## config.mk

```make
export PLATFORM = sky130hd
export DESIGN_NAME = triangle_tangent_from_uv_unit
export DESIGN_NICKNAME = d
export VERILOG_FILES = /design/src/hdl/ttu_pkg.sv /design/src/hdl/ttu_mac.sv /design/src/hdl/ttu_div.sv /design/src/hdl/triangle_tangent_from_uv_unit.sv
export SDC_FILE = /design/constraint.sdc
export NUM_CORES = 2
export LEC_CHECK = 0
export ABC_AREA = 0
export BUFFER_PORTS_ARGS = -buffer_cell sky130_fd_sc_hd__buf_4
export CORE_UTILIZATION = 45
export DETAILED_ROUTE_END_ITERATION = 10
export MAX_ROUTING_LAYER = met4
export PLACE_DENSITY = 0.64
export SLEW_MARGIN = 20
export SYNTH_ARGS = -nofsm -noshare
export SYNTH_HDL_FRONTEND = slang
export SYNTH_SLANG_ARGS = --single-unit
```

## constraint.sdc

```tcl
create_clock -name i_clk -period 10.93 [get_ports i_clk]
set_input_delay 2.186 -clock i_clk [delete_from_list [all_inputs] [get_ports i_clk]]
set_output_delay 2.186 -clock i_clk [all_outputs]
set_load 0.01 [all_outputs]
```

## src/hdl/ttu_pkg.sv

```systemverilog
`default_nettype none

package ttu_pkg;

    // field and datapath widths
    localparam int IN_W       = 16;
    localparam int OUT_W      = 32;
    localparam int DELTA_W    = IN_W + 1;
    localparam int ACC_W      = 2 * DELTA_W + 1;
    localparam int RES_FRAC   = 16;
    localparam int QUO_W      = OUT_W + 1;

    // serial step counts
    localparam int MUL_STEPS  = DELTA_W;
    localparam int MUL_CNT_W  = $clog2(MUL_STEPS);
    localparam int DVD_W      = ACC_W + RES_FRAC;
    localparam int DIV_STEPS  = DVD_W;
    localparam int DIV_CNT_W  = $clog2(DIV_STEPS);

    // saturation limits of a result component
    localparam logic [OUT_W-1:0] SAT_MAX = {1'b0, {(OUT_W-1){1'b1}}};
    localparam logic [OUT_W-1:0] SAT_MIN = {1'b1, {(OUT_W-1){1'b0}}};

    // control of the serial multiply-accumulate unit
    typedef struct packed {
        logic start;
        logic clear;
        logic subtract;
    } t_mac_ctl;

endpackage

`default_nettype wire

```

## src/hdl/ttu_mac.sv

```systemverilog
`default_nettype none

module ttu_mac (
    input  wire logic                                   i_clk,
    input  wire logic                                   i_rst_n,
    input  wire ttu_pkg::t_mac_ctl                      i_ctl,
    input  wire logic signed [ttu_pkg::DELTA_W-1:0]     i_a,
    input  wire logic signed [ttu_pkg::DELTA_W-1:0]     i_b,
    output logic                                        o_done,
    output logic signed [ttu_pkg::ACC_W-1:0]            o_acc
);
    import ttu_pkg::*;

    logic                      r_run, n_run;
    logic                      r_done, n_done;
    logic [MUL_CNT_W-1:0]      r_cnt, n_cnt;
    logic [ACC_W-1:0]          r_mcand, n_mcand;
    logic [DELTA_W-1:0]        r_mplier, n_mplier;
    logic [ACC_W-1:0]          r_acc, n_acc;
    logic                      r_sub, n_sub;
    logic [ACC_W-1:0]          term;
    logic                      last_bit;

    // one multiplier bit per cycle, the sign bit carries negative weight
    always_comb begin
        term     = r_mplier[0] ? r_mcand : '0;
        last_bit = (r_cnt == MUL_CNT_W'(MUL_STEPS - 1));
        n_run    = r_run;
        n_done   = 1'b0;
        n_cnt    = r_cnt;
        n_mcand  = r_mcand;
        n_mplier = r_mplier;
        n_acc    = r_acc;
        n_sub    = r_sub;
        if (i_ctl.start) begin
            n_run    = 1'b1;
            n_cnt    = '0;
            n_mcand  = ACC_W'(i_a);
            n_mplier = i_b;
            n_sub    = i_ctl.subtract;
            if (i_ctl.clear) begin
                n_acc = '0;
            end
        end else if (r_run) begin
            if (r_sub ^ last_bit) begin
                n_acc = r_acc - term;
            end else begin
                n_acc = r_acc + term;
            end
            n_mcand  = r_mcand << 1;
            n_mplier = r_mplier >> 1;
            n_cnt    = r_cnt + 1'b1;
            if (last_bit) begin
                n_run  = 1'b0;
                n_done = 1'b1;
            end
        end
    end

    // control state
    always_ff @(posedge i_clk) begin
        if (!i_rst_n) begin
            r_run  <= 1'b0;
            r_done <= 1'b0;
        end else begin
            r_run  <= n_run;
            r_done <= n_done;
        end
    end

    // shift and accumulate registers
    always_ff @(posedge i_clk) begin
        r_cnt    <= n_cnt;
        r_mcand  <= n_mcand;
        r_mplier <= n_mplier;
        r_acc    <= n_acc;
        r_sub    <= n_sub;
    end

    assign o_done = r_done;
    assign o_acc  = r_acc;

endmodule

`default_nettype wire

```

## src/hdl/ttu_div.sv

```systemverilog
`default_nettype none

module ttu_div (
    input  wire logic                                   i_clk,
    input  wire logic                                   i_rst_n,
    input  wire logic                                   i_start,
    input  wire logic signed [ttu_pkg::ACC_W-1:0]       i_num,
    input  wire logic signed [ttu_pkg::ACC_W-1:0]       i_den,
    output logic                                        o_done,
    output logic [ttu_pkg::OUT_W-1:0]                   o_quot,
    output logic                                        o_clip
);
    import ttu_pkg::*;

    logic                      r_run, n_run;
    logic                      r_done, n_done;
    logic [DIV_CNT_W-1:0]      r_cnt, n_cnt;
    logic [DVD_W-1:0]          r_dvd, n_dvd;
    logic [ACC_W-1:0]          r_den, n_den;
    logic [ACC_W-1:0]          r_rem, n_rem;
    logic [QUO_W-1:0]          r_quo, n_quo;
    logic                      r_ovf, n_ovf;
    logic                      r_neg, n_neg;
    logic [ACC_W-1:0]          abs_num;
    logic [ACC_W-1:0]          abs_den;
    logic [ACC_W:0]            trial;
    logic                      fits;
    logic                      mag_hi;

    // magnitudes of the operands
    always_comb begin
        abs_num = i_num[ACC_W-1] ? ACC_W'(-i_num) : ACC_W'(i_num);
        abs_den = i_den[ACC_W-1] ? ACC_W'(-i_den) : ACC_W'(i_den);
    end

    // restoring division, one quotient bit per cycle
    always_comb begin
        trial  = {r_rem, r_dvd[DVD_W-1]};
        fits   = (trial >= {1'b0, r_den});
        n_run  = r_run;
        n_done = 1'b0;
        n_cnt  = r_cnt;
        n_dvd  = r_dvd;
        n_den  = r_den;
        n_rem  = r_rem;
        n_quo  = r_quo;
        n_ovf  = r_ovf;
        n_neg  = r_neg;
        if (i_start) begin
            n_run = 1'b1;
            n_cnt = '0;
            n_dvd = {abs_num, {RES_FRAC{1'b0}}};
            n_den = abs_den;
            n_rem = '0;
            n_quo = '0;
            n_ovf = 1'b0;
            n_neg = i_num[ACC_W-1] ^ i_den[ACC_W-1];
        end else if (r_run) begin
            n_rem = fits ? ACC_W'(trial - {1'b0, r_den}) : ACC_W'(trial);
            n_quo = {r_quo[QUO_W-2:0], fits};
            n_ovf = r_ovf | r_quo[QUO_W-1];
            n_dvd = r_dvd << 1;
            n_cnt = r_cnt + 1'b1;
            if (r_cnt == DIV_CNT_W'(DIV_STEPS - 1)) begin
                n_run  = 1'b0;
                n_done = 1'b1;
            end
        end
    end

    // control state
    always_ff @(posedge i_clk) begin
        if (!i_rst_n) begin
            r_run  <= 1'b0;
            r_done <= 1'b0;
        end else begin
            r_run  <= n_run;
            r_done <= n_done;
        end
    end

    // datapath registers
    always_ff @(posedge i_clk) begin
        r_cnt <= n_cnt;
        r_dvd <= n_dvd;
        r_den <= n_den;
        r_rem <= n_rem;
        r_quo <= n_quo;
        r_ovf <= n_ovf;
        r_neg <= n_neg;
    end

    // sign and saturation of the quotient
    always_comb begin
        mag_hi = r_ovf | r_quo[QUO_W-1];
        if (r_neg) begin
            o_clip = mag_hi | (r_quo[OUT_W-1] & (|r_quo[OUT_W-2:0]));
            o_quot = o_clip ? SAT_MIN : OUT_W'(~r_quo[OUT_W-1:0] + 1'b1);
        end else begin
            o_clip = mag_hi | r_quo[OUT_W-1];
            o_quot = o_clip ? SAT_MAX : r_quo[OUT_W-1:0];
        end
    end

    assign o_done = r_done;

endmodule

`default_nettype wire

```

## src/hdl/triangle_tangent_from_uv_unit.sv

```systemverilog
// channel   signals                                  direction
// --------  ---------------------------------------  ---------
// vertex    i_valid, o_stall, i_pos_x/y/z, i_tex_u/v  in
// tangent   o_valid, i_stall, o_tangent_x/y/z,        out
//           o_degenerate, o_saturated
//
// The first and second vertex of a triangle are only held. The third vertex
// starts two determinant products on a serial multiply-accumulate unit at one
// multiplier bit per cycle; unless the determinant is zero, each component
// then takes two more products and one quotient on a serial divider at one
// quotient bit per cycle. Reset (synchronous, active low) starts a new
// triangle. A result held under i_stall does not block the next vertices;
// only the finishing triangle waits for the output register to free up.
`default_nettype none

module triangle_tangent_from_uv_unit (
    input  wire logic                                i_clk,
    input  wire logic                                i_rst_n,
    input  wire logic                                i_valid,
    output logic                                     o_stall,
    input  wire logic signed [ttu_pkg::IN_W-1:0]     i_pos_x,
    input  wire logic signed [ttu_pkg::IN_W-1:0]     i_pos_y,
    input  wire logic signed [ttu_pkg::IN_W-1:0]     i_pos_z,
    input  wire logic signed [ttu_pkg::IN_W-1:0]     i_tex_u,
    input  wire logic signed [ttu_pkg::IN_W-1:0]     i_tex_v,
    output logic                                     o_valid,
    input  wire logic                                i_stall,
    output logic signed [ttu_pkg::OUT_W-1:0]         o_tangent_x,
    output logic signed [ttu_pkg::OUT_W-1:0]         o_tangent_y,
    output logic signed [ttu_pkg::OUT_W-1:0]         o_tangent_z,
    output logic                                     o_degenerate,
    output logic                                     o_saturated
);
    import ttu_pkg::*;

    typedef enum logic [3:0] {
        S_IDLE = 4'b0001,
        S_MAC  = 4'b0010,
        S_DIV  = 4'b0100,
        S_OUT  = 4'b1000
    } t_state;

    typedef enum logic [1:0] {
        PH_FIRST  = 2'd0,
        PH_SECOND = 2'd1,
        PH_THIRD  = 2'd2
    } t_phase;

    // product schedule: two determinant terms, then two terms per component
    localparam logic [2:0] OP_DET_A = 3'd0;
    localparam logic [2:0] OP_DET_B = 3'd1;
    localparam logic [1:0] COMP_LAST = 2'd2;

    t_state                    r_state, n_state;
    t_phase                    r_phase, n_phase;
    logic [2:0]                r_op, n_op;
    logic [1:0]                r_comp, n_comp;
    logic                      r_mac_go, n_mac_go;
    logic                      r_div_go, n_div_go;
    logic                      r_deg, n_deg;
    logic                      r_sat, n_sat;
    logic                      r_out_valid, n_out_valid;

    logic signed [IN_W-1:0]    r_pos0 [3];
    logic signed [IN_W-1:0]    r_pos1 [3];
    logic signed [IN_W-1:0]    r_u0, r_v0, r_u1, r_v1;
    logic signed [DELTA_W-1:0] r_du1, r_dv1, r_du2, r_dv2;
    logic signed [DELTA_W-1:0] r_e1 [3];
    logic signed [DELTA_W-1:0] r_e2 [3];
    logic signed [ACC_W-1:0]   r_det;
    logic [OUT_W-1:0]          r_res [3];
    logic [OUT_W-1:0]          r_out_t [3];
    logic                      r_out_deg, r_out_sat;

    logic signed [IN_W-1:0]    in_pos [3];
    logic                      in_take;
    logic                      out_take;
    logic                      out_load;
    t_mac_ctl                  mac_ctl;
    logic signed [DELTA_W-1:0] mac_a, mac_b;
    logic                      mac_done;
    logic signed [ACC_W-1:0]   mac_acc;
    logic                      div_done;
    logic [OUT_W-1:0]          div_quot;
    logic                      div_clip;

    assign in_pos[0] = i_pos_x;
    assign in_pos[1] = i_pos_y;
    assign in_pos[2] = i_pos_z;

    // handshakes
    assign o_stall  = (r_state != S_IDLE);
    assign in_take  = i_valid & ~o_stall;
    assign out_take = r_out_valid & ~i_stall;
    assign out_load = (r_state == S_OUT) & (~r_out_valid | ~i_stall);

    // operand selection for the product in progress
    always_comb begin
        if (r_op == OP_DET_A) begin
            mac_a = r_du1;
            mac_b = r_dv2;
        end else if (r_op == OP_DET_B) begin
            mac_a = r_du2;
            mac_b = r_dv1;
        end else if (!r_op[0]) begin
            mac_a = r_dv2;
            mac_b = r_e1[r_comp];
        end else begin
            mac_a = r_dv1;
            mac_b = r_e2[r_comp];
        end
        mac_ctl.start    = r_mac_go;
        mac_ctl.clear    = ~r_op[0];
        mac_ctl.subtract = r_op[0];
    end

    // sequencer
    always_comb begin
        n_state     = r_state;
        n_phase     = r_phase;
        n_op        = r_op;
        n_comp      = r_comp;
        n_mac_go    = 1'b0;
        n_div_go    = 1'b0;
        n_deg       = r_deg;
        n_sat       = r_sat;
        n_out_valid = (r_out_valid & i_stall) | out_load;
        case (r_state)
            S_IDLE: begin
                if (in_take) begin
                    case (r_phase)
                        PH_SECOND: begin
                            n_phase = PH_THIRD;
                        end
                        PH_THIRD: begin
                            n_phase  = PH_FIRST;
                            n_op     = OP_DET_A;
                            n_comp   = '0;
                            n_deg    = 1'b0;
                            n_sat    = 1'b0;
                            n_mac_go = 1'b1;
                            n_state  = S_MAC;
                        end
                        default: begin
                            n_phase = PH_SECOND;
                        end
                    endcase
                end
            end
            S_MAC: begin
                if (mac_done) begin
                    if (r_op == OP_DET_B) begin
                        if (mac_acc == '0) begin
                            n_deg   = 1'b1;
                            n_state = S_OUT;
                        end else begin
                            n_op     = r_op + 1'b1;
                            n_mac_go = 1'b1;
                        end
                    end else if (r_op[0]) begin
                        n_div_go = 1'b1;
                        n_state  = S_DIV;
                    end else begin
                        n_op     = r_op + 1'b1;
                        n_mac_go = 1'b1;
                    end
                end
            end
            S_DIV: begin
                if (div_done) begin
                    n_sat = r_sat | div_clip;
                    if (r_comp == COMP_LAST) begin
                        n_state = S_OUT;
                    end else begin
                        n_comp   = r_comp + 1'b1;
                        n_op     = r_op + 1'b1;
                        n_mac_go = 1'b1;
                        n_state  = S_MAC;
                    end
                end
            end
            S_OUT: begin
                if (out_load) begin
                    n_state = S_IDLE;
                end
            end
            default: begin
                n_state = S_IDLE;
            end
        endcase
    end

    // control state
    always_ff @(posedge i_clk) begin
        if (!i_rst_n) begin
            r_state     <= S_IDLE;
            r_phase     <= PH_FIRST;
            r_op        <= OP_DET_A;
            r_comp      <= '0;
            r_mac_go    <= 1'b0;
            r_div_go    <= 1'b0;
            r_deg       <= 1'b0;
            r_sat       <= 1'b0;
            r_out_valid <= 1'b0;
        end else begin
            r_state     <= n_state;
            r_phase     <= n_phase;
            r_op        <= n_op;
            r_comp      <= n_comp;
            r_mac_go    <= n_mac_go;
            r_div_go    <= n_div_go;
            r_deg       <= n_deg;
            r_sat       <= n_sat;
            r_out_valid <= n_out_valid;
        end
    end

    // held vertices and deltas of the third vertex
    always_ff @(posedge i_clk) begin
        if (in_take) begin
            case (r_phase)
                PH_SECOND: begin
                    for (int c = 0; c < 3; c++) begin
                        r_pos1[c] <= in_pos[c];
                    end
                    r_u1 <= i_tex_u;
                    r_v1 <= i_tex_v;
                end
                PH_THIRD: begin
                    for (int c = 0; c < 3; c++) begin
                        r_e1[c] <= DELTA_W'(r_pos1[c]) - DELTA_W'(r_pos0[c]);
                        r_e2[c] <= DELTA_W'(in_pos[c]) - DELTA_W'(r_pos0[c]);
                    end
                    r_du1 <= DELTA_W'(r_u1) - DELTA_W'(r_u0);
                    r_dv1 <= DELTA_W'(r_v1) - DELTA_W'(r_v0);
                    r_du2 <= DELTA_W'(i_tex_u) - DELTA_W'(r_u0);
                    r_dv2 <= DELTA_W'(i_tex_v) - DELTA_W'(r_v0);
                end
                default: begin
                    for (int c = 0; c < 3; c++) begin
                        r_pos0[c] <= in_pos[c];
                    end
                    r_u0 <= i_tex_u;
                    r_v0 <= i_tex_v;
                end
            endcase
        end
    end

    // determinant and quotient capture
    always_ff @(posedge i_clk) begin
        if ((r_state == S_MAC) && mac_done && (r_op == OP_DET_B)) begin
            r_det <= mac_acc;
        end
        if ((r_state == S_DIV) && div_done) begin
            r_res[r_comp] <= div_quot;
        end
    end

    // output register
    always_ff @(posedge i_clk) begin
        if (out_load) begin
            for (int c = 0; c < 3; c++) begin
                r_out_t[c] <= r_deg ? '0 : r_res[c];
            end
            r_out_deg <= r_deg;
            r_out_sat <= r_deg ? 1'b0 : r_sat;
        end
    end

    ttu_mac u_mac (
        .i_clk   (i_clk),
        .i_rst_n (i_rst_n),
        .i_ctl   (mac_ctl),
        .i_a     (mac_a),
        .i_b     (mac_b),
        .o_done  (mac_done),
        .o_acc   (mac_acc)
    );

    ttu_div u_div (
        .i_clk   (i_clk),
        .i_rst_n (i_rst_n),
        .i_start (r_div_go),
        .i_num   (mac_acc),
        .i_den   (r_det),
        .o_done  (div_done),
        .o_quot  (div_quot),
        .o_clip  (div_clip)
    );

    assign o_valid      = r_out_valid;
    assign o_tangent_x  = r_out_t[0];
    assign o_tangent_y  = r_out_t[1];
    assign o_tangent_z  = r_out_t[2];
    assign o_degenerate = r_out_deg;
    assign o_saturated  = r_out_sat;

endmodule

`default_nettype wire
```

==> flow_metrics.tcl <==
set metrics [dict create \
    status "finished clean" \
    synth_fp_nets 4331 \
    skew_ns 0.0254 \
    ctsHoldBuffers 0 \
    fin_area_sq_um 49000 \
    ys_types 71 \
    p_int_uw 7210 \
    rows 113 \
    grt_overflow 0 \
    crit_required_ns 11.32 \
    area_delta_synth_final_pct 12.9 \
    postCtsSetupBuffers 0 \
    r2r_cells 18 \
    hold_end "r_div_go$_SDFF_PP0_" \
    rsz0062_at_grt "no" \
    switching_share_pct 34.2 \
    met2_usage_pct 31.0 \
    hp-class "register to register" \
    cellPowerDensity_nw_per_um2 224 \
    place_inst 5326 \
    final_common_cell "edfxtp_1" \
    grtUsageMet1_pct 25.7 \
    final.min_clock_period_ns 5.05 \
    critPathKind "register to register" \
    finalSetupViolations 0 \
    instances_no_fill 5495 \
    dp_slack_ns 5.77 \
    placed_area_sq_um 46100 \
    avgViaCountPerCell 5.39 \
    synth-edff-count 718 \
    dr.pass1.iters 6 \
    tightest_slew_ns 1.03 \
    pwr-share-comb_pct 33.9 \
    coreArea_sq_um 95300 \
    port_buffers 183 \
    nFillCells 8538 \
    clock_latency_ns 0.66 \
    initial_core_util_pct 45.5 \
    worstSetupStartpointType "register" \
    dieArea_sq_um 97600 \
    synth_warnings 0 \
    cp-end-kind "register" \
    min_from "u_mac.o_done$_SDFF_PP0_" \
    fin_crit_sh_pct 46.2 \
    ff_latch_area_sq_um 23600 \
    cts_buffer_depth 3 \
    boundaryPins 184 \
    critical_path.cell_chain "buf_4, nand2_1, ha_1, nand3_1, a21oi_1, nor2_1, or2_2, o211ai_1, ha_1, o21ai_0, a22oi_1, o21ai_0, o21ai_0, o2111ai_1, a311oi_1, a31oi_1, xor2_1, nor2_1" \
    grt_use_met3_pct 2.73 \
    die_w_um 312 \
    dr_total_vias 29603 \
    setup_slack_ns 5.88 \
    die_h_um 312 \
    cp_max_fo 55 \
    maxCapViolCount 0 \
    antenna_found_initial 3 \
    ys_seq_area_share_pct 54.4 \
    ys_dominant_reg_cell "edfxtp_1" \
    multi_input_area_sq_um 18300 \
    clock-sinks 820 \
    final_cell_mix "718 x edfxtp_1, 404 x nor2_1, 292 x a21oi_1, 278 x inv_1, 260 x nand2_1" \
    slew_violations 0 \
    wire_per_inst_um 17.1 \
    syn_avg_cell_area_sq_um 10.9 \
    syn_inst 3989 \
    cpMaxStageDelayCell "a311oi_1" \
    first_global_vias 27906 \
    critPathMaxStageDelay_ns 0.52 \
    hold_viol 0 \
    place_hpwl_mm 66.8 \
    ys_ff_latch 820 \
    p_switching_uw 3750 \
    cpMostUsedCell "o21ai_0" \
    clk_pin_slew_ns 0.06 \
    clkPwrFrac_pct 26.2 \
    finish.utilization_pct 51.4 \
    drive_gt1_share_pct 9.39 \
    routed_wl_mm 93.9 \
    power_frac_seq_pct 39.9 \
    r2r-start "u_mac.r_mplier[0]$_DFFE_PP_" \
    ctsHtreeMaxLevel 3 \
    synth-async-reset-ratio_pct 0 \
    cts_buffers 89 \
    r2r_end "u_mac.o_acc[32]$_SDFFCE_PP0P_" \
    tritoncts "done" \
    ir_drop_uv 189 \
    reg2reg_slack_ns 5.88 \
    clockRootBuffer "clkbuf_16" \
    leakage_uw 0.0184 \
    netlist_area_sq_um 43400 \
    ant_nets 0 \
    fmax_mhz 198 \
    finalSetupTns_ns 0 \
    detailedRoute.firstIterationViolations 2075 \
    min_path_cells 2 \
    arrival_ns 5.44 \
    crit_start "u_mac.r_mplier[0]$_DFFE_PP_" \
    grt.busiest_layer "met2" \
    grt_start_max_net_pins 100 \
    grt_pass1_wl_mm 149 \
    routabilityCongestion 0.887 \
    relSlewSlack_pct 31.2 \
    grt.total_usage_pct 19.5 \
    nets 4496 \
    drc 0 \
    ctsResizeCount 0 \
]
through the flow:
step                      hold slack [ns]  total power, uW
after global routing                0.496            11700
after detailed placement            0.461             8110
after CTS                           0.469            11000
after floorplan                     0.423             7190
after global placement              0.449             8060
final                               0.468            11000
synth_stat cells (all sizes together) (80+ instances only):
| library cell | n | area [sq um] |
|---|---|---|
| clkbuf | 123 | 462 |
| dfxtp | 102 | 2040 |
| edfxtp | 718 | 21600 |
| nor2 | 404 | 1520 |
| xnor2 | 147 | 1290 |
| a21oi | 293 | 1470 |
| ha | 246 | 3080 |
| mux2i | 112 | 1120 |
| xor2 | 100 | 876 |
| nor3 | 89 | 445 |
| nor2b | 139 | 870 |
| inv | 279 | 1050 |
| nand3 | 80 | 400 |
| o21ai | 228 | 1140 |
| nand2 | 260 | 976 |
per-layer routing:
metal / part of all wire [%] / routed length, um
met4: 3.0 / 2810
met2: 47 / 44000
met1: 46 / 43000
met3: 4.3 / 4010
met5: 0 / 0
cell families (layout without fill, tap and decap cells):
group / count (synthesis) / after routing / share of synthesized area [%]
buffers and inverters: 420 / 657 / 3.64
adders and majority gates: 258 / 258 / 7.65
and+or+nand+nor: 1214 / 1214 / 13.4
muxes: 115 / 115 / 2.66
xor gates and xnor gates: 247 / 247 / 4.99
other: 0 / 4 / 0
AOI/OAI and AO/OA: 915 / 915 / 13.2
DFF: 820 / 820 / 54.4
critical path: cells and delay by family (launching register included):
kind / cells / cell delay, ns
and+or+nand+nor: 5 / 0.93
AOI/OAI and AO/OA: 9 / 2.58
DFF: 1 / 0.35
adders and majority gates: 2 / 0.45
buffers and inverters: 1 / 0.30
xor gates and xnor gates: 1 / 0.15
how the worst max path moves through the flow:
stage | end | slack, ns | cells after the start
global placement | r_e2[1][14]$_DFFE_PP_ | 5.76 | 13
global route | u_mac.o_acc[33]$_SDFFCE_PP0P_ | 5.38 | 16
detailed placement | r_e2[1][14]$_DFFE_PP_ | 5.77 | 13
floorplan | o_degenerate$_DFFE_PP_ | 3.53 | 1
CTS | u_mac.o_acc[33]$_SDFFCE_PP0P_ | 5.91 | 16
finish | u_mac.o_acc[32]$_SDFFCE_PP0P_ | 5.88 | 18
area by class of cell:
class | instances | area share [%]
Inverter | 279 | 2.15
Clock buffer | 111 | 4.85
Multi-Input combinational cell | 2749 | 37.3
Timing Repair Buffer | 215 | 3.35
Sequential cell | 820 | 48.2
Clock inverter | 52 | 0.838
Antenna cell | 4 | 0.0204
Tap cell | 1265 | 3.23
registers in the layout, summed over array words and instances, names as in the netlist, 16 cells and up, named ones only:
register / flops
r_det: 35
r_du1: 17
r_du2: 17
r_dv1: 17
r_dv2: 17
r_e1: 51
r_e2: 51
r_out_t: 96
r_pos0: 48
r_pos1: 48
r_res: 96
r_u0: 16
r_u1: 16
r_v0: 16
r_v1: 16
u_div.r_den: 35
u_div.r_dvd: 35
u_div.r_quo: 33
u_div.r_rem: 35
u_mac.o_acc: 35
u_mac.r_mcand: 35
u_mac.r_mplier: 17
power by group through the flow:
| stage | sequential, uW | clock (uW) | combinational [uW] |
|---|---|---|---|
| final | 4370 | 2880 | 3710 |
| after detailed placement | 4440 | 0 | 3670 |
| after global placement | 4430 | 0 | 3630 |
| after global routing | 4420 | 3060 | 4180 |
| after CTS | 4380 | 2950 | 3700 |
| after floorplan | 4360 | 0 | 2830 |
No activity file was read; power rests on OpenSTA's default activity.
